### src/sv/psort_pkg.sv
`timescale 1ns / 1ps

package psort_pkg;

    // fixed field widths
    localparam int COORD_W   = 32;
    localparam int OUT_IDX_W = 6;

    // ranking lanes in the back end
    localparam int LANES  = 8;
    localparam int LANE_W = 3;

    // queue between front and back
    localparam int QUEUE_DEPTH = 4;
    localparam int QPTR_W      = 2;

    typedef logic signed [COORD_W-1:0] coord_t;

    // what the back end does with a queued site
    typedef enum logic [1:0] {
        CMD_STORE      = 2'd0,
        CMD_STORE_SORT = 2'd1,
        CMD_SORT       = 2'd2,
        CMD_DROP       = 2'd3
    } cmd_t;

    typedef struct packed {
        coord_t x;
        coord_t y;
        cmd_t   cmd;
    } site_beat_t;

    // true when site a must be placed after site b
    function automatic logic site_after(
        input logic                 axis,
        input coord_t               ax,
        input coord_t               ay,
        input logic [OUT_IDX_W-1:0] ai,
        input coord_t               bx,
        input coord_t               by,
        input logic [OUT_IDX_W-1:0] bi
    );
        coord_t pa;
        coord_t pb;
        coord_t sa;
        coord_t sb;
        logic   res;
        pa = axis ? ay : ax;
        pb = axis ? by : bx;
        sa = axis ? ax : ay;
        sb = axis ? bx : by;
        if (pa != pb) begin
            res = (pa > pb);
        end else if (sa != sb) begin
            res = (sa > sb);
        end else begin
            res = (ai > bi);
        end
        return res;
    endfunction

endpackage

### src/sv/psort_front.sv
`timescale 1ns / 1ps

module psort_front #(
    parameter int MAX_SITES = 64
) (
    input  logic                   aclk,
    input  logic                   aresetn,
    input  psort_pkg::coord_t      s_coord_x,
    input  psort_pkg::coord_t      s_coord_y,
    input  logic                   s_last_site,
    input  logic                   s_valid,
    output logic                   s_ready,
    output psort_pkg::site_beat_t  push_data,
    output logic                   push_valid,
    input  logic                   push_ready
);

    localparam int CNT_W = $clog2(MAX_SITES + 1);

    logic [CNT_W-1:0] fill_reg;
    logic [CNT_W-1:0] fill_next;
    logic             full;
    logic             accept;
    psort_pkg::cmd_t  cmd;

    // classify the incoming site against the fill level of the current set
    assign full = (fill_reg == CNT_W'(MAX_SITES));

    always_comb begin
        if (s_last_site) begin
            cmd = full ? psort_pkg::CMD_SORT : psort_pkg::CMD_STORE_SORT;
        end else begin
            cmd = full ? psort_pkg::CMD_DROP : psort_pkg::CMD_STORE;
        end
    end

    // dropped sites are taken but never queued
    assign s_ready    = push_ready;
    assign accept     = s_valid && s_ready;
    assign push_valid = s_valid && (cmd != psort_pkg::CMD_DROP);

    always_comb begin
        push_data.x   = s_coord_x;
        push_data.y   = s_coord_y;
        push_data.cmd = cmd;
    end

    // set fill count, cleared by the last site
    always_comb begin
        fill_next = fill_reg;
        if (accept) begin
            if (s_last_site) begin
                fill_next = '0;
            end else if (!full) begin
                fill_next = fill_reg + CNT_W'(1);
            end
        end
    end

    always_ff @(posedge aclk) begin
        if (!aresetn) begin
            fill_reg <= '0;
        end else begin
            fill_reg <= fill_next;
        end
    end

endmodule

### config.mk
export PLATFORM = sky130hd
export DESIGN_NAME = psort_front
export DESIGN_NICKNAME = d
export VERILOG_FILES = /design/src/sv/psort_pkg.sv /design/src/sv/psort_front.sv
export SDC_FILE = /design/constraint.sdc
export NUM_CORES = 1
export LEC_CHECK = 0
export BUFFER_PORTS_ARGS = -buffer_cell sky130_fd_sc_hd__buf_2
export CORE_ASPECT_RATIO = 0.6
export CORE_UTILIZATION = 32
export DETAILED_ROUTE_END_ITERATION = 10
export PLACE_DENSITY = 0.92
export SKIP_LAST_GASP = 1
export SLEW_MARGIN = 40
export SYNTH_ARGS = -nofsm -noshare
export SYNTH_HDL_FRONTEND = slang
export SYNTH_SLANG_ARGS = --single-unit
### constraint.sdc
create_clock -name aclk -period 3.6 [get_ports aclk]
set_input_delay 0.18 -clock aclk [delete_from_list [all_inputs] [get_ports aclk]]
set_output_delay 0.18 -clock aclk [all_outputs]
set_load 0.02 [all_outputs]
==> metrics.yaml, run 1 <==
outcome: "completed"
vdd_ir_drop_max_uv: 89.8
cp.arrival_ns: 2.08
final_common_cell: "buf_2"
clk_path_buf_depth: 2
dp.cells: 86
cp-start-kind: "flip-flop"
hold_path_class: "in2out"
drt-total-wl_um: 1330
num_vias: 440
power.switching_uw: 46.2
area.growth.synth_to_final_pct: -39.8
synth_seq_area_share: 0.154
drt-initial-drc-count: 44
critPathKind: "reg2reg"
drv_cap: 0
grt_pass1_vias: 392
p_comb_frac: 0.081
drcViolationCount: 0
hpwl_um: 1030
tns_ns: 0
drive_gt1_frac: 0.259
drt-vias-per-instance: 4.89
grtUsageTotal: 0.0853
syn_area_per_cell_um2: 8.22
cts.sinks: 7
insertion_delay_ns: 0.23
synth_top_area_frac: 0.535
cts_buffers: 3
leakagePower_uw: 0.000241
rows: 14
hold_violations: 0
die-area_um2: 3070
skew_ns: 0.000598
cts_root_buf: "clkbuf_8"
layout_common_cells: "8 x buf_2, 7 x dfxtp_1, 5 x ha_1, 4 x inv_1"
setup_viol: 0
tightest_slew_ns: 0.549
netlist_area_um2: 912
cp-end-kind: "flip-flop"
gp_congestion: 0.724
die_w_um: 70.9
largest_reg_flops: 7
synth_area_leaders: "buf_4 53%, dfxtp_1 15%, ha_1 6.9%"
numPortBuffers: 8
clkPwrFrac: 0.534
ys_ff_latch: 7
antenna_cells: 0
required_ns: 3.69
fp.coreArea_um2: 2610
grt_pass1_wl_um: 1840
cts_resized: 0
wire_per_inst_um: 14.8
period_minus_slack_ns: 2.00
cts_tree: "yes"
cts_post_setup_buffers_inserted: 0
synth_fp_nets: 185
switching_share: 0.222
netlist_instances: 111
slew_headroom: 0.631
crit_fanout: 7
fin_crit_sh: 0.555
power_density_nw_per_um2: 379
antenna_found_initial: 0
crit_top_cell: "ha_1"
finalNetCount: 133
yosysUniqueCellTypes: 24
htree_levels: 1
cts_hold_buf: 0
drv_slew: 0
overflow: 0
die_y_um: 43.4
synth_area_leader_cell: "buf_4"
grt_max_degree: 9
ant_nets: 0
initial_utilization: 0.349
p_int_uw: 162
drtPass1Iterations: 6
ys_warn_count: 0
rsz0062_at_grt: "no"
clk_pin_slew_ns: 0.04
power_frac_seq: 0.385
critPathSlowestCell: "o21ai_1"
timing.fmax_mhz: 500
path_cells: "inv_1, ha_1, nand4bb_1, nor3_1, ha_1, nand3b_1, o21ai_1, a21oi_1"
slowest_delay_ns: 0.50
ios: 137
instances_no_fill: 90
-- per-layer routing --
metal | up-vias | GRT usage | wire length, um
li1 | 187 | - | -
met1 | 190 | 0.0652 | 494
met2 | 59 | 0.0827 | 483
met3 | 4 | 0.140 | 316
met4 | 0 | 0.0760 | 34
met5 | - | 0 | 0
-- kinds of logic (layout without fill, tap and decap cells) --
logic type	after synthesis	after routing	synth area share
flip-flops	7	7	0.154
buffers and inverters	69	16	0.551
XOR/XNOR	2	2	0.0192
adder cells (fa/ha/maj)	5	5	0.0686
multiplexers	1	1	0.0110
AO/OA/AOI/OAI	9	9	0.0562
AND/OR/NAND/NOR	18	18	0.140
-- worst paths after layout --
path	endpoint	from	slack, ns	cells after the start
hold / removal	push_data[11]	s_coord_y[9]	0.36	0
hold reg to reg	fill_reg[6]	fill_reg[6]	0.51	2
setup / recovery	fill_reg[4]	fill_reg[0]	1.60	8
setup reg to reg	fill_reg[4]	fill_reg[0]	1.60	8
-- layout make-up --
type,count,area [um^2]
Fill cell,287,2060
Multi-Input combinational cell,35,269
Sequential cell,7,140
Clock buffer,4,45.0
Timing Repair Buffer,8,40.0
Tap cell,32,40.0
Inverter,4,15.0
-- synthesized netlist by cell type --
library cell and instances:
nor2_1 3, or4_4 1, nor2b_1 1, xor2_1 1, buf_4 65, inv_1 4, dfxtp_1 7, nand4b_4 1
or3_1 3, nor3_1 1, ha_1 5, a21oi_2 1, mux2i_1 1, o21ai_1 1, or2_2 1, nand4bb_1 1
a21oi_1 3, xnor2_1 1, nand4b_1 1, o31ai_1 1, o21ai_0 3, nand2_1 3, nand4_1 1, nand3b_1 1
-- through the flow --
step / hold WS [ns] / area (um^2) / utilization / power (uW) / setup slack, ns
3_3_place_gp: 0.360 / 504 / 0.193 / 97.8 / 1.68
4_1_cts: 0.360 / 549 / 0.210 / 209 / 1.61
5_1_grt: 0.360 / 549 / 0.210 / 215 / 1.36
2_1_floorplan: 0.415 / 912 / - / 196 / 1.76
6_report: 0.360 / 549 / 0.210 / 208 / 1.60
3_5_place_dp: 0.360 / 504 / 0.193 / 98.5 / 1.63
-- power by group through the flow --
stage	clock network (uW)	logic, uW	registers [uW]
CTS	112	17.2	80.3
finish	111	16.9	80.2
global route	116	18.6	80.4
floorplan	0	114	81.3
global placement	0	16.4	81.4
detailed placement	0	17.0	81.5
-- worst max-delay path: cells and delay by family (launching register included) --
kind,cells,cell delay [ns]
AOI/OAI and AO/OA,2,0.60
adders and majority gates,2,0.43
buffers and inverters,1,0.07
DFF,1,0.34
and+or+nand+nor,3,0.43
No activity file was read; power rests on OpenSTA's default activity.
==> run 2, diff against run 1 <==
Settings changed: ABC_AREA set to 1, CORE_UTILIZATION 32 to 28, PLACE_DENSITY 0.92 to 0.83.
Clock period 3.6 ns to 1.71 ns, I/O delays scaled along.
==> run 2 against run 1 <==
Net effect: design area rose by 28%; sequential power rose by 110%; clock-buffer cell count fell by 1; setup slack got worse by 1.5 ns; critical path type is now reg2out.
==> metrics.yaml, run 2 <==
fin_crit_sh: 0.960
clk_path_buf_depth: 2  # unchanged
p_int_uw: 347  # +110%
skew_ns: 0.00410  # +0.00350 ns
grtUsageTotal: 0.0851  # -0.000243
required_ns: 1.62  # -2.07 ns
clkPwrFrac: 0.510  # -0.024
area.growth.synth_to_final_pct: -28.3
clk_pin_slew_ns: 0.04  # about the same
wire_per_inst_um: 11.5  # -22%
grt_pass1_wl_um: 2380  # +30%
drive_gt1_frac: 0.440  # +0.182
antenna_found_initial: 0  # unchanged
syn_area_per_cell_um2: 7.41  # -9.8%
setup.worst_path.end: "push_data[1]"
outcome: "completed"
timing.fmax_mhz: 609
nFillCells: 376  # +31%
die-area_um2: 3740  # +22%
gp_congestion: 0.949  # +31%
worstReg2RegStart: "fill_reg[0]"
grt_pass1_vias: 522  # +33%
critPathSlowestCell: "dfxtp_2"
cts_root_buf: "clkbuf_8"
drcViolationCount: 0  # unchanged
synthTopCellsByCount: "65 x buf_4, 13 x inv_1, 13 x nand2_1"
ios: 137  # unchanged
htree_levels: 1  # unchanged
synth_seq_area_share: 0.143  # -0.0104
cts_tree: "yes"
die_w_um: 78.3  # +10%
synth_area_leaders: "buf_4 50%, dfxtp_1 14%, ha_1 6.4%"
drt-total-wl_um: 1490  # +12%
drv_slew: 0  # unchanged
design_area_um2: 702  # +28%
antenna_cells: 0  # unchanged
crit_buf_inv: 3  # +2
power.switching_uw: 110  # +140%
num_vias: 506  # +15%
netlist_instances: 132  # +19%
rows: 16  # +2
insertion_delay_ns: 0.23  # about the same
drv_cap: 0  # unchanged
cts_hold_buf: 0  # unchanged
critPathKind: "reg2out"
slew_headroom: 0.866  # +0.235
cp_num_cells: 8  # unchanged
synth_edf_count: 0  # unchanged
layout_common_cells: "13 x nand2_1, 11 x inv_1, 7 x nor2_1, 7 x buf_2"
leakagePower_uw: 0.000315  # +30%
synth_area_leader_cell: "buf_4"
crit_start: "fill_reg[0]"
ys_async_sr_fraction: 0  # unchanged
rsz0062_at_grt: "yes"
reg2regPathDepth: 11  # +3
cp.arrival_ns: 1.56  # -0.52 ns
finalNetCount: 159  # +20%
cts.sinks: 7  # unchanged
cp-start-kind: "flip-flop"
setup_slack_ns: 0.0690  # -1.53 ns
power_density_nw_per_um2: 651  # +71%
cpLargestDelayFamily: "simple AND/OR/NAND/NOR gates"
power_frac_seq: 0.371  # -0.014
p_comb_frac: 0.119  # +0.038
ys_ff_latch: 7  # unchanged
slowest_delay_ns: 0.32  # -0.18 ns
grt_max_degree: 9  # unchanged
cts_buffers: 3  # unchanged
switching_share: 0.241  # +0.0194
rrSetupSlack_ns: 0.12  # -1.48 ns
hpwl_um: 1200  # +17%
hold_depth: 3  # +3
ys_warn_count: 0  # unchanged
hold_path_class: "in2reg"
netlist_area_um2: 978  # +7.3%
final_common_cell: "nand2_1"
vdd_ir_drop_max_uv: 258  # +190%
dpl_worst_slack_ns: 0.0359  # -1.60 ns
drt-vias-per-instance: 3.92  # -20%
placed_cell_area_um2: 609  # +21%
die_y_um: 47.8  # +10%
period_minus_slack_ns: 1.64
ys.flop_type: "dfxtp_1"
synth_fp_nets: 206  # +11%
ant_nets: 0  # unchanged
numPortBuffers: 8  # unchanged
yosysUniqueCellTypes: 21  # -13%
reg2reg_to: "fill_reg[5]"
tightest_slew_ns: 0.200  # -0.349 ns
fp.coreArea_um2: 3300  # +27%
hold_violations: 0  # unchanged
drt-initial-drc-count: 3  # -93%
path_cells: "inv_2, ha_1, nand4_1, nor3_2, buf_4, ha_4, or2_4, buf_6"
instances_no_fill: 129  # +43%
cp-end-kind: "output port"
overflow: 0  # unchanged
yosysMostFrequentCell: "buf_4"
initial_utilization: 0.296  # -0.0533
drtPass1Iterations: 3  # -3
largest_reg_flops: 7  # unchanged
dp.cells: 123  # +43%
crit_fanout: 2  # -5
synth_top_area_frac: 0.499  # -0.0363
setup_viol: 0  # unchanged
tns_ns: 0  # unchanged
p_total_uw: 457  # +120%
-- run 2: changes by cell type in the layout (fill, tap and decap cells not counted), moves of 3 or more --
cell | previous run | this run
nor2_1 | 3 | 7
inv_2 | 0 | 4
or3_1 | 3 | 0
inv_1 | 4 | 11
nand2_1 | 3 | 13
nand3_1 | 0 | 3
buf_4 | 0 | 5
-- run 2: what timing repair did --
action	CTS	global route
pin swaps	1	1
resized for setup	7	4
endpoints found under the hold margin	0	0
buffers inserted	1	1
endpoints found under the setup margin	1	8
cloned	0	0
-- run 2: logic make-up after synthesis --
kind of cell    Yosys count  synth area share
compound gates            6            0.0524
fa+ha+maj                 5            0.0639
buf+inv                  80             0.556
flops                     7             0.143
simple gates             34             0.184
-- run 2: how the worst min path moves through the flow --
stage | startpoint | end | slack [ns]
finish | aresetn | fill_reg[4] | 0.14
global route | aresetn | fill_reg[4] | 0.13
CTS | aresetn | fill_reg[4] | 0.13
detailed placement | s_coord_y[9] | push_data[11] | 0.17
global placement | s_coord_y[9] | push_data[11] | 0.17
floorplan | aresetn | fill_reg[4] | 0.23
-- run 2: through the flow --
step	hold WS (ns)	utilization
after CTS	0.128	0.206
after detailed placement	0.171	0.184
final	0.136	0.213
after floorplan	0.226	-
after global routing	0.134	0.213
after global placement	0.171	0.184
-- run 2: power by group through the flow --
stage	sequential, uW	clock [uW]	combinational [uW]
final	170	233	54.4
after global routing	170	253	59.1
after CTS	169	241	51.1
after detailed placement	172	0	47.9
after global placement	171	0	47.3
after floorplan	172	0	250
-- run 2: layout make-up --
cell class                 instances  area (um^2)  share of cell area
clock inverter                     1         5.00             0.00713
tap                               45         56.3              0.0802
clock buffer                       3         41.3              0.0588
sequential                         7          143               0.203
timing repair buffer              13         83.8               0.119
inverter                          15         56.3              0.0802
multi-input combinational         45          317               0.451
-- run 2: worst register-to-register path, delay by kind of cell (launching register included) --
| kind | cells | cell delay (ns) |
|---|---|---|
| compound gates | 1 | 0.21 |
| fa+ha+maj | 2 | 0.39 |
| buf+inv | 3 | 0.19 |
| flops | 1 | 0.32 |
| simple gates | 5 | 0.36 |
-- run 2: metal layers --
layer | GRT usage | part of all wire
met5 | 0 | 0
met4 | 0.0148 | 0.019
met3 | 0.0990 | 0.17
met2 | 0.123 | 0.42
met1 | 0.0817 | 0.40
