--- src/sv/psort_pkg.sv ---
`timescale 1ns / 1ps

package psort_pkg;

    // fixed field widths
    localparam int COORD_W   = 32;
    localparam int OUT_IDX_W = 6;

    // ranking lanes in the back end
    localparam int LANES  = 8;
    localparam int LANE_W = 3;

    // queue between front and back
    localparam int QUEUE_DEPTH = 4;
    localparam int QPTR_W      = 2;

    typedef logic signed [COORD_W-1:0] coord_t;

    // what the back end does with a queued site
    typedef enum logic [1:0] {
        CMD_STORE      = 2'd0,
        CMD_STORE_SORT = 2'd1,
        CMD_SORT       = 2'd2,
        CMD_DROP       = 2'd3
    } cmd_t;

    typedef struct packed {
        coord_t x;
        coord_t y;
        cmd_t   cmd;
    } site_beat_t;

    // true when site a must be placed after site b
    function automatic logic site_after(
        input logic                 axis,
        input coord_t               ax,
        input coord_t               ay,
        input logic [OUT_IDX_W-1:0] ai,
        input coord_t               bx,
        input coord_t               by,
        input logic [OUT_IDX_W-1:0] bi
    );
        coord_t pa;
        coord_t pb;
        coord_t sa;
        coord_t sb;
        logic   res;
        pa = axis ? ay : ax;
        pb = axis ? by : bx;
        sa = axis ? ax : ay;
        sb = axis ? bx : by;
        if (pa != pb) begin
            res = (pa > pb);
        end else if (sa != sb) begin
            res = (sa > sb);
        end else begin
            res = (ai > bi);
        end
        return res;
    endfunction

endpackage

--- src/sv/psort_queue.sv ---
`timescale 1ns / 1ps

module psort_queue (
    input  logic                  aclk,
    input  logic                  aresetn,
    input  psort_pkg::site_beat_t in_data,
    input  logic                  in_valid,
    output logic                  in_ready,
    output psort_pkg::site_beat_t out_data,
    output logic                  out_valid,
    input  logic                  out_ready
);

    localparam int QW = psort_pkg::QPTR_W;

    psort_pkg::site_beat_t slot_reg [psort_pkg::QUEUE_DEPTH];
    logic [QW-1:0]         wr_ptr_reg;
    logic [QW-1:0]         wr_ptr_next;
    logic [QW-1:0]         rd_ptr_reg;
    logic [QW-1:0]         rd_ptr_next;
    logic [QW:0]           count_reg;
    logic [QW:0]           count_next;
    logic                  push;
    logic                  pop;

    assign in_ready  = (count_reg != (QW+1)'(psort_pkg::QUEUE_DEPTH));
    assign out_valid = (count_reg != '0);
    assign out_data  = slot_reg[rd_ptr_reg];
    assign push      = in_valid && in_ready;
    assign pop       = out_valid && out_ready;

    // pointer and occupancy update
    always_comb begin
        wr_ptr_next = push ? wr_ptr_reg + QW'(1) : wr_ptr_reg;
        rd_ptr_next = pop ? rd_ptr_reg + QW'(1) : rd_ptr_reg;
        count_next  = count_reg;
        if (push && !pop) begin
            count_next = count_reg + (QW+1)'(1);
        end else if (pop && !push) begin
            count_next = count_reg - (QW+1)'(1);
        end
    end

    always_ff @(posedge aclk) begin
        if (!aresetn) begin
            wr_ptr_reg <= '0;
            rd_ptr_reg <= '0;
            count_reg  <= '0;
        end else begin
            wr_ptr_reg <= wr_ptr_next;
            rd_ptr_reg <= rd_ptr_next;
            count_reg  <= count_next;
        end
    end

    // slot storage
    always_ff @(posedge aclk) begin
        if (push) begin
            slot_reg[wr_ptr_reg] <= in_data;
        end
    end

endmodule

--- config.mk ---
export PLATFORM = sky130hd
export DESIGN_NAME = psort_queue
export DESIGN_NICKNAME = d
export VERILOG_FILES = /design/src/sv/psort_pkg.sv /design/src/sv/psort_queue.sv
export SDC_FILE = /design/constraint.sdc
export NUM_CORES = 1
export LEC_CHECK = 0
export ABC_AREA = 1
export BUFFER_PORTS_ARGS = -buffer_cell sky130_fd_sc_hd__buf_2
export CELL_PAD_IN_SITES_DETAIL_PLACEMENT = 1
export CELL_PAD_IN_SITES_GLOBAL_PLACEMENT = 1
export CORE_ASPECT_RATIO = 0.75
export CORE_MARGIN = 2
export CORE_UTILIZATION = 43
export DETAILED_ROUTE_END_ITERATION = 10
export PLACE_DENSITY_LB_ADDON = 0.1
export SYNTH_ARGS = -nofsm -noshare
export SYNTH_HDL_FRONTEND = slang
export SYNTH_SLANG_ARGS = --single-unit
--- constraint.sdc ---
create_clock -name aclk -period 4.1 [get_ports aclk]
set_clock_uncertainty 0.2 [all_clocks]
set_input_delay 0.41 -clock aclk [delete_from_list [all_inputs] [get_ports aclk]]
set_output_delay 0.41 -clock aclk [all_outputs]
set_load 0.02 [all_outputs]
==> impl_results.md, run 1 <==
- Seq/Total Area, Yosys: around three quarters
- Tot GR Track Use: about a fifth
- P_sw: approximately 0.0027 W
- Layout Area Growth over Synthesis: 22.3%
- FMAX: 0.333 GHz
- Final-layout fill cell count: approximately 2,500
- CTS buffer count: 27
- Hold Fails Final Rpt: 0
- CTS tree: yes
- Hold-fix buffers, CTS: between 60 and 70
- Worst-Margin Slew: roughly 1.1 ns
- Status: completed
- Clock Tree Buf Depth: 3
- Nets: between 900 and 1,000
- Die Ht: 142 µm
- Clock share of power: around 27%
- Post-Syn Area: around 11,000 µm²
- LEAKAGE: about 4.6 nW
- Setup-failing EPs final: 0
- Multi-input gate area: about 2400 µm²
- Prevailing post-synth register cell: edfxtp_1
- Flops & latches, synth: 273
- DR DRC count: 0
- Combinational Power Share: slightly below 30%
- ANT nets after route: 0
- Global route overflow: 0
- First-pass GRT wire length: 39,200 µm
- Clock root buffer: clkbuf_16
- Internal cell power: approximately 0.0053 W
- CP Data Arrival Time: 2.39 ns
- Setup Buffers After CTS: 0
- Mean Syn Cell Area: between 15 and 20 µm²
- Min-Delay Path Class: reg -> reg
- Tot Pwr: between 0.008 and 0.009 W
- # port buffers: 137
- Placed instance count: around 1,200
- Syn_nets: 782
- Rel. slew slack: between 20% and 30%
- Number of vias in the routed layout: approximately 6,500
- Fin crit period: between 3 and 4 ns
- Via density: 5.15
- Commonest non-fill, non-tap cell in the layout: edfxtp_1
- Power density over cell area: 605 nW/µm²
- CP required: around 3.5 ns
- Crit Path Max Fanout: 67
- Vias in the first global route: 7,017
- Routed WL per cell: 19.9 µm
- Sw frac: around 34%
- Total Wirelength: around 25,000 µm
- Worst VDD drop: roughly 0.34 mV
- Final std cells w/o fill: approximately 1,300
- Syn Inst Count: 706
- Register area: 8110 µm²
- H-Tree Depth: 1
- Clock sinks: around 270
- Yosys cell types: 25
- Post-synth ARST share: 0%
- Maxcap violations: 0
- Largest net degree at the start of global routing: 75
- Total of warnings raised by yosys: 0
- Proportion of layout cells with a drive suffix above 1: between 30 and 40%
- Die footprint: roughly 27,000 µm²
- Final period utilization: 73.3%
- Number of synthesized flops with an enable pin: roughly 260
- Ant diodes: 0
- Starting Density: 43.7%
- 1st-pass router iterations: 4
- TNS Setup: 0 ns
- Detail Placement HPWL: between 10,000 and 15,000 µm
- Final slew viol count: 0
- Sequential share of power: between 40% and 50%
- CP Capture Type: output pin
- Unrepaired setup endpoints after global routing: false
- Initial DRC count: between 300 and 400
- Die width: roughly 190 µm
- Row count: 50
- CORE AREA: 24,900 µm²
- Commonest cells after routing, fill and taps aside: edfxtp_1, buf_2, o21ai_0
- Reg clk slew, reported paths: 0.06 ns
- Startpoint Class: flip-flop
- Cts repair resizes: 0
- Routability congestion estimate: 0.738
- Critical path start-end classification: reg -> out
- Initial antenna violation count: 2
- Worst-skew pair later-pin latency: approximately 0.53 ns
- Top Ports: around 140
- Max FFs per register: about 260
## worst paths after layout
check / from / endpoint / slack (ns) / depth (start not counted)
max: flip-flop / out_data[36] / 1.10 / 5
max reg2reg: count_reg[1] / count_reg[1] / 1.55 / 9
min reg2reg: rd_ptr_reg[1] / flip-flop / 0.31 / 2
min: rd_ptr_reg[1] / flip-flop / 0.31 / 2
## cells in the mapped netlist (all sizes together), types with 3 or more instances
master,count,area (µm²)
a21oi,3,15.0
buf,20,209
clkbuf,22,82.6
dfxtp,9,180
edfxtp,264,7930
ha,5,62.6
inv,16,65.1
nand2,15,56.3
nand3,4,20.0
nor2,146,876
o21ai,133,681
o22ai,66,663
## cell families after synthesis
group	after synthesis	synth area share (%)
flip-flops	273	74.6
buffers and inverters	58	3.28
adder cells (fa/ha/maj)	6	0.759
AO/OA/AOI/OAI	202	12.5
XOR/XNOR	1	0.0806
AND/OR/NAND/NOR	166	8.83
## worst max-delay path, stage by stage, from the launching register on
cell and delay [ns]:
dfxtp_4 0.36, inv_6 0.58, buf_4 0.41, o21ai_0 0.13
o22ai_1 0.14, buf_2 0.19
## cell type report
class | count | share of cell area (%)
clock buffers | 35 | 5.31
well taps | 338 | 3.18
clock inverters | 13 | 0.470
flip-flops and latches | 273 | 61.0
inverters | 16 | 0.489
repair buffers | 218 | 11.2
multi-input cells | 375 | 18.3
## power by group through the flow
stage	combinational, W	sequential (W)	clock [W]
after floorplan	0.00164	0.00354	0
after CTS	0.00242	0.00349	0.00225
after detailed placement	0.00236	0.00355	0
final	0.00237	0.00349	0.00219
after global placement	0.00229	0.00353	0
after global routing	0.00257	0.00351	0.00235
## metrics by stage
| step | worst slack (ns) | cell area (µm²) | hold slack (ns) | util, % |
|---|---|---|---|---|
| floorplan | -0.171 | 10900 | 0.265 | - |
| global placement | 1.62 | 11800 | 0.289 | 47.6 |
| detailed placement | 1.59 | 11800 | 0.306 | 47.6 |
| CTS | 1.07 | 13300 | 0.306 | 53.4 |
| global route | 0.902 | 13300 | 0.334 | 53.4 |
| finish | 1.10 | 13300 | 0.310 | 53.4 |
## layer usage
| layer | up-vias | part of all wire (%) | wire length [µm] | track usage, % |
|---|---|---|---|---|
| met4 | 2 | 1.7 | 418 | 3.77 |
| met3 | 38 | 4.1 | 1050 | 3.02 |
| met1 | 3325 | 45 | 11500 | 25.8 |
| met5 | - | 0.052 | 13 | 0 |
| met2 | 128 | 49 | 12300 | 32.7 |
| li1 | 3043 | - | - | - |
No activity file was read; power rests on OpenSTA's default activity.
==> run 2: changes to the inputs <==
--- a/config.mk
+++ b/config.mk
@@ -5,13 +5,13 @@
 export SDC_FILE = /design/constraint.sdc
 export NUM_CORES = 1
 export LEC_CHECK = 0
-export ABC_AREA = 1
+export ABC_AREA = 0
 export BUFFER_PORTS_ARGS = -buffer_cell sky130_fd_sc_hd__buf_2
 export CELL_PAD_IN_SITES_DETAIL_PLACEMENT = 1
 export CELL_PAD_IN_SITES_GLOBAL_PLACEMENT = 1
 export CORE_ASPECT_RATIO = 0.75
 export CORE_MARGIN = 2
-export CORE_UTILIZATION = 43
+export CORE_UTILIZATION = 50
 export DETAILED_ROUTE_END_ITERATION = 10
 export PLACE_DENSITY_LB_ADDON = 0.1
 export SYNTH_ARGS = -nofsm -noshare
==> constraint.sdc (replaced) <==
create_clock -name aclk -period 2.9 [get_ports aclk]
set_clock_uncertainty 0.2 [all_clocks]
set_input_delay 0.29 -clock aclk [delete_from_list [all_inputs] [get_ports aclk]]
set_output_delay 0.29 -clock aclk [all_outputs]
set_load 0.02 [all_outputs]
==> impl_results.md, run 2 <==
- Proportion of layout cells with a drive suffix above 1: 41.7% (+11 points)
- Worst VDD drop: 0.520 mV (+52%)
- Mean Syn Cell Area: 25.5 µm² (+66%)
- Main combinational cell family by area after synthesis: multiplexers
- Reg2reg end: count_reg[2]
- Critical path, cell by cell: buf_4 > mux4_2 > buf_2
- 1st-pass router iterations: 7 (+3)
- R2R setup slack: 0.33 ns (-1.22 ns)
- Layout Area Growth over Synthesis: 27.1%
- Critical path start-end classification: reg -> out
- Worst Setup EP: out_data[26]
- Crit Path Max Fanout: 24 (-64%)
- Hold Fails Final Rpt: 0 (unchanged)
- Syn_nets: 468 (-40%)
- Sequential share of power: 43.2% (-0.2 points)
- Seq/Total Area, Yosys: 81.1% (+6.5 points)
- Synth Area in Adders: 0.826% (+0.067 points)
- Tot Pwr: 0.0115 W (+43%)
- Final-layout fill cell count: 1,622 (-35%)
- Worst-skew pair later-pin latency: 0.52 ns (about the same)
- Critical Path Stages: 3 (-2)
- Syn Inst Count: 392 (-44%)
- Yosys cell types: 23 (-8.0%)
- Min-Delay Path Class: in -> reg
- ANT nets after route: 0 (unchanged)
- Fin crit period: around 2.6 ns
- CP required: 2.41 ns (-1.08 ns)
- Clock root buffer: clkbuf_16
- Clock sinks: 273 (unchanged)
- Clock share of power: 31.8% (+4.6 points)
- CP Capture Type: output pin
- Final slew viol count: 0 (unchanged)
- Ant diodes: 0 (unchanged)
- Final std cells w/o fill: 898 (-29%)
- Crit-path slowest cell: mux4_2
- Tot GR Track Use: 19.2% (+0.25 points)
- Internal cell power: 0.00828 W (+55%)
- TNS Setup: 0 ns (unchanged)
- H-Tree Depth: 1 (unchanged)
- Top Ports: 138 (unchanged)
- LEAKAGE: 4.36 nW (-4.7%)
- Number of synthesized flops with an enable pin: 264 (unchanged)
- Worst r2r path cells: 8 (-1)
- Clock Tree Buf Depth: 3 (unchanged)
- Initial DRC count: 331 (unchanged)
- Setup-failing EPs final: 0 (unchanged)
- Post-synth top area share: 79.3% (+6.4 points)
- Routability congestion estimate: 0.677 (-8.3%)
- DR DRC count: 8 (+8)
- Maxcap violations: 0 (unchanged)
- Number of vias in the routed layout: 4,757 (-27%)
- Reg clk slew, reported paths: 0.06 ns (about the same)
- Die footprint: 21,200 µm² (-20%)
- Rel. slew slack: 65.8% (+37 points)
- Mux contribution to synthesized area: 15.2% (+15 points)
- Placed instance count: 782 (-32%)
- Initial antenna violation count: 0 (-2)
- Worst hold margin: 0.0298 ns (-0.281 ns)
- Vias in the first global route: 5,467 (-22%)
- Combinational Power Share: 25.0% (-4.4 points)
- Detail Placement HPWL: 11,600 µm (-19%)
- Max FFs per register: 264 (unchanged)
- Crit-path max cell delay: 0.59 ns (about the same)
- CORE AREA: 19,500 µm² (-22%)
- Startpoint Class: flip-flop
- Post-Syn Area: 10000 µm² (-8.1%)
- Largest net degree at the start of global routing: 43 (-43%)
- First-pass GRT wire length: 31,000 µm (-21%)
- Global route overflow: 0 (unchanged)
- Die Ht: 126 µm (-11%)
- Routed WL per cell: 21.8 µm (+9.7%)
- P_sw: 0.00319 W (+17%)
- CP Data Arrival Time: 2.10 ns (-0.29 ns)
- Row count: 44 (-12%)
- WP buf/inv: 2 (-1)
- FMAX: roughly 0.39 GHz
- Power density over cell area: 903 nW/µm² (+49%)
- Synth area leaders: edfxtp_1, mux4_2, dfxtp_1
- Unrepaired setup endpoints after global routing: false
- Cts repair resizes: 0 (unchanged)
- Final period utilization: between 80% and 90%
- Post-synthesis compound-gate area fraction: 0.451% (-12 points)
- RR Startpoint: count_reg[0]
- Prevailing post-synth register cell: edfxtp_1
- Top-count cell post-synth: edfxtp_1
- Simple-gate share of the synthesized area: 0.914% (-7.9 points)
- Failing checks: design-rule violations
- Commonest cells after routing, fill and taps aside: edfxtp_1, buf_2, dlygate4sd3_1
- CTS buffer count: 27 (unchanged)
- Flops & latches, synth: 273 (unchanged)
- XOR/XNOR Fraction of Synth Area: 0.350% (+0.27 points)
- Via density: 5.30 (+2.8%)
- Status: finished with violations
- CTS tree: yes
- Worst-Margin Slew: 0.514 ns (-0.562 ns)
- Top Family by Delay on Critical Path: buffers and inverters
- Starting Density: 51.3% (+7.6 points)
- Die width: 167 µm (-11%)
- Nets: 701 (-29%)
- Total Wirelength: 19,600 µm (-22%)
- Synth area leader: edfxtp_1
- Util after Layout: 65.2% (+12 points)
- Sw frac: 27.8% (-6.0 points)
- Total of warnings raised by yosys: 0 (unchanged)
- Post-synth top cells: edfxtp_1, mux4_2, dfxtp_1, and2_1
- Commonest non-fill, non-tap cell in the layout: edfxtp_1
- # port buffers: 137 (unchanged)
- Post-synth ARST share: 0% (unchanged)
run 2: cell types whose count changed in the layout (fill, tap and decap cells not counted), moves of 7 or more:
cell	delta
o21ai_0	-118
nor2_1	-90
nand2_1	-10
o22ai_2	-40
o21ai_1	-10
mux4_2	+66
o22ai_1	-26
inv_1	-11
clkbuf_1	-7
nor2_2	-11
nor2_4	-44
run 2: worst register-to-register path, stage by stage, from the launching register on:
cell      delay, ns
dfxtp_1        0.48
nor2_1         0.13
a21boi_2       0.34
ha_1           0.25
inv_1          0.07
fa_1           0.38
xor2_1         0.18
or3_1          0.30
a21boi_0       0.17
run 2: per-layer routing:
layer	wire, µm	global-route usage, %	up-vias
li1	-	-	2140
met1	8330	25.6	2448
met2	9580	32.8	131
met3	1310	4.84	38
met4	378	4.19	0
met5	0	0	-
run 2: power by group through the flow:
stage / Clock (W) / Sequential [W] / Combinational (W)
global route: 0.00386 / 0.00499 / 0.00309
finish: 0.00365 / 0.00495 / 0.00287
floorplan: 0 / 0.00496 / 0.00200
detailed placement: 0 / 0.00504 / 0.00284
global placement: 0 / 0.00500 / 0.00281
CTS: 0.00372 / 0.00496 / 0.00294
run 2: cell type report:
| type | instances | area, µm² | share of cell area, % |
|---|---|---|---|
| clock buffer | 28 | 679 | 5.35 |
| clock inverter | 21 | 262 | 2.06 |
| inverter | 3 | 11.3 | 0.0886 |
| multi-input combinational | 101 | 1780 | 14.0 |
| sequential | 273 | 8120 | 63.9 |
| tap | 253 | 317 | 2.49 |
| timing repair buffer | 219 | 1540 | 12.1 |
run 2: metrics by stage:
stage	setup slack [ns]	cell area [µm²]
floorplan	0.588	10000
global placement	0.515	11100
detailed placement	0.301	11100
CTS	0.252	12700
global route	0.151	12700
finish	0.311	12700
run 2: cells by family after synthesis:
family | count (synthesis)
AO/OA/AOI/OAI | 5
multiplexers | 69
adder cells (fa/ha/maj) | 6
flip-flops | 273
buffers and inverters | 18
XOR/XNOR | 4
AND/OR/NAND/NOR | 17
run 2: how the worst min path moves through the flow:
stage / start / end / cells after the start
after floorplan: in_data[0] / slot_reg[0][0] / 0
after CTS: out_ready / rd_ptr_reg[0] / 4
after detailed placement: in_data[41] / slot_reg[0][41] / 1
final: out_ready / flip-flop / 4
after global placement: wr_ptr_reg[0] / wr_ptr_reg[0] / 2
after global routing: out_ready / flip-flop / 4
run 2: timing repair:
item | 4_1_cts | 5_1_grt
hold buffers | 67 | 0
setup buffers | 0 | 0
hold endpoints to repair | 273 | 0
==> run 3: changes to the inputs <==
==> constraint.sdc (replaced) <==
create_clock -name aclk -period 2.9 [get_ports aclk]
set_clock_uncertainty 0.2 [all_clocks]
set_input_delay 0.145 -clock aclk [delete_from_list [all_inputs] [get_ports aclk]]
set_output_delay 0.145 -clock aclk [all_outputs]
set_load 0.02 [all_outputs]
==> impl_results.md, run 3 (synthesis results as in run 2) <==
- Worst hold margin: 0.185 ns (+0.155 ns)
- Critical path start-end classification: reg -> reg
- Crit-path slowest cell: dfxtp_1
- Crit-path max cell delay: 0.49 ns (-0.10 ns)
- Hold Path Stages: 2 (-2)
- Global route overflow: 0 (unchanged)
- ANT nets after route: 0 (unchanged)
- P_sw: 0.00319 W (-0.11%)
- Rel. slew slack: 67.0% (+1.2 points)
- Sw frac: 28.5% (+0.73 points)
- Reg clk slew, reported paths: 0.06 ns (about the same)
- CP Data Arrival Time: 2.87 ns (+0.77 ns)
- Routability congestion estimate: 0.701 (+3.7%)
- Commonest cells after routing, fill and taps aside: edfxtp_1, buf_2, dlygate4sd3_1
- Vias in the first global route: 5,371 (-1.8%)
- Clock sinks: 273 (unchanged)
- Setup-failing EPs final: 0 (unchanged)
- CORE AREA: 19,500 µm² (unchanged)
- Initial DRC count: 303 (-8.5%)
- FMAX: 0.380 GHz (-1.7%)
- DR WL met3: 1050 µm (-20%)
- # port buffers: 137 (unchanged)
- Top Layer Used: met4
- Status: finished with violations
- Proportion of layout cells with a drive suffix above 1: 41.4% (-0.31 points)
- Combinational Power Share: 25.5% (+0.5 points)
- WL met2: 9910 µm (+3.5%)
- Failing checks: design-rule violations
- Power density over cell area: 882 nW/µm² (-2.3%)
- TNS Setup: 0 ns (unchanged)
- Starting Density: 51.3% (unchanged)
- DP Area: 11,100 µm² (+0.38%)
- Ant diodes: 0 (unchanged)
- Min-Delay Path Class: in -> reg
- Startpoint Class: flip-flop
- Worst r2r path cells: 8 (unchanged)
- Final slew viol count: 0 (unchanged)
- Final std cells w/o fill: 898 (unchanged)
- 1st-pass router iterations: 8 (+1)
- Critical Path Stages: 8 (+5)
- Via density: 5.29 (-0.21%)
- Metal-1 WL: 8590 µm (+3.1%)
- Sequential share of power: 45.1% (+1.9 points)
- Detail Placement HPWL: 11,600 µm (+0.19%)
- Worst-skew pair later-pin latency: 0.52 ns (about the same)
- Max FFs per register: 264 (unchanged)
- Placed instance count: 781 (-0.13%)
- Cts repair resizes: 0 (unchanged)
- Hold-fix buffers, CTS: 69 (+3.0%)
- Tot GR Track Use: 19.4% (+0.15 points)
- Top Ports: 138 (unchanged)
- Die width: 167 µm (unchanged)
- Final period utilization: 90.8% (+1.5 points)
- Commonest non-fill, non-tap cell in the layout: edfxtp_1
- Internal cell power: 0.00798 W (-3.7%)
- CP required: 3.13 ns (+0.72 ns)
- Maxcap violations: 0 (unchanged)
- Clock Tree Buf Depth: 3 (unchanged)
- Largest net degree at the start of global routing: 67 (+56%)
- Worst-Margin Slew: 0.495 ns (-0.0182 ns)
- First-pass GRT wire length: 31,200 µm (+0.78%)
- H-Tree Depth: 1 (unchanged)
- Critical path, cell by cell: nor2_1 > a21boi_2 > ha_1 > inv_1 > fa_1 > xor2_1 > or3_1 > a21boi_0
- Initial antenna violation count: 0 (unchanged)
- Die Ht: 126 µm (unchanged)
- Die footprint: 21,200 µm² (unchanged)
- LEAKAGE: 4.33 nW (-0.57%)
- DR DRC count: 8 (unchanged)
- Total Wirelength: 19,900 µm (+1.5%)
- Worst VDD drop: 0.583 mV (+12%)
- Unrepaired setup endpoints after global routing: false
- CP Capture Type: flip-flop
- Clock root buffer: clkbuf_16
- Hold Fails Final Rpt: 0 (unchanged)
- Top Family by Delay on Critical Path: adder cells
- Tot Pwr: 0.0112 W (-2.7%)
- Crit Path Max Fanout: 7 (-71%)
- CTS buffer count: 27 (unchanged)
- Setup Buffers After CTS: 0 (unchanged)
- Nets: 702 (+0.14%)
- Number of vias in the routed layout: 4,747 (-0.21%)
- WP buf/inv: 1 (-1)
- Layout Area Growth over Synthesis: 26.6%
- CTS tree: yes
- Routed WL per cell: 22.2 µm (+1.5%)
- Clock share of power: 29.4% (-2.4 points)
- Row count: 44 (unchanged)
- Finished layout cell area: 12,700 µm² (-0.38%)
- Fin crit period: 2.63 ns (+0.0446 ns)
## run 3: changes by cell type in the layout (fill, tap and decap cells not counted), sizes merged
cell / before / now
buf: 152 / 151
clkinv: 13 / 15
clkbuf: 28 / 29
dlygate4sd3: 67 / 69
bufinv: 6 / 2
clkinvlp: 2 / 1
inv: 3 / 4
## run 3: cell type report
| type | instances | area (µm²) |
|---|---|---|
| Inverter | 3 | 11.3 |
| Tap cell | 253 | 317 |
| Sequential cell | 273 | 8120 |
| Clock buffer | 29 | 683 |
| Fill cell | 1616 | 6830 |
| Multi-Input combinational cell | 101 | 1780 |
| Timing Repair Buffer | 220 | 1610 |
| Clock inverter | 19 | 146 |
## run 3: worst paths after layout
path                 startpoint         endpoint  slack, ns
setup / recovery   count_reg[0]     count_reg[2]       0.27
hold / removal      in_data[60]  slot_reg[3][60]       0.19
setup reg to reg   count_reg[0]     count_reg[2]       0.27
hold reg to reg   wr_ptr_reg[1]    wr_ptr_reg[1]       0.32
## run 3: power by group through the flow
stage               registers [W]  clock network [W]  logic, W
floorplan                 0.00496                  0   0.00200
global placement          0.00509                  0   0.00278
detailed placement        0.00513                  0   0.00282
CTS                       0.00505            0.00335   0.00290
global route              0.00509            0.00350   0.00304
finish                    0.00503            0.00329   0.00285
## run 3: stage by stage
stage | utilization (%) | setup WS (ns)
floorplan | - | 0.588
global placement | 57.2 | 0.502
detailed placement | 57.2 | 0.291
CTS | 65.0 | 0.265
global route | 65.0 | 0.123
finish | 65.0 | 0.267
## run 3: metal layers
metal	vias to the layer above	GRT usage [%]
met5	-	0
met4	0	4.04
met3	29	3.31
met2	127	32.6
met1	2442	27.3
li1	2149	-
## run 3: worst reg2reg max path: cells and delay by family (launching register included)
kind	cells	cell delay, ns
adder cells (fa/ha/maj)	2	0.66
AO/OA/AOI/OAI	2	0.54
flip-flops	1	0.49
AND/OR/NAND/NOR	2	0.42
XOR/XNOR	1	0.18
buffers and inverters	1	0.08
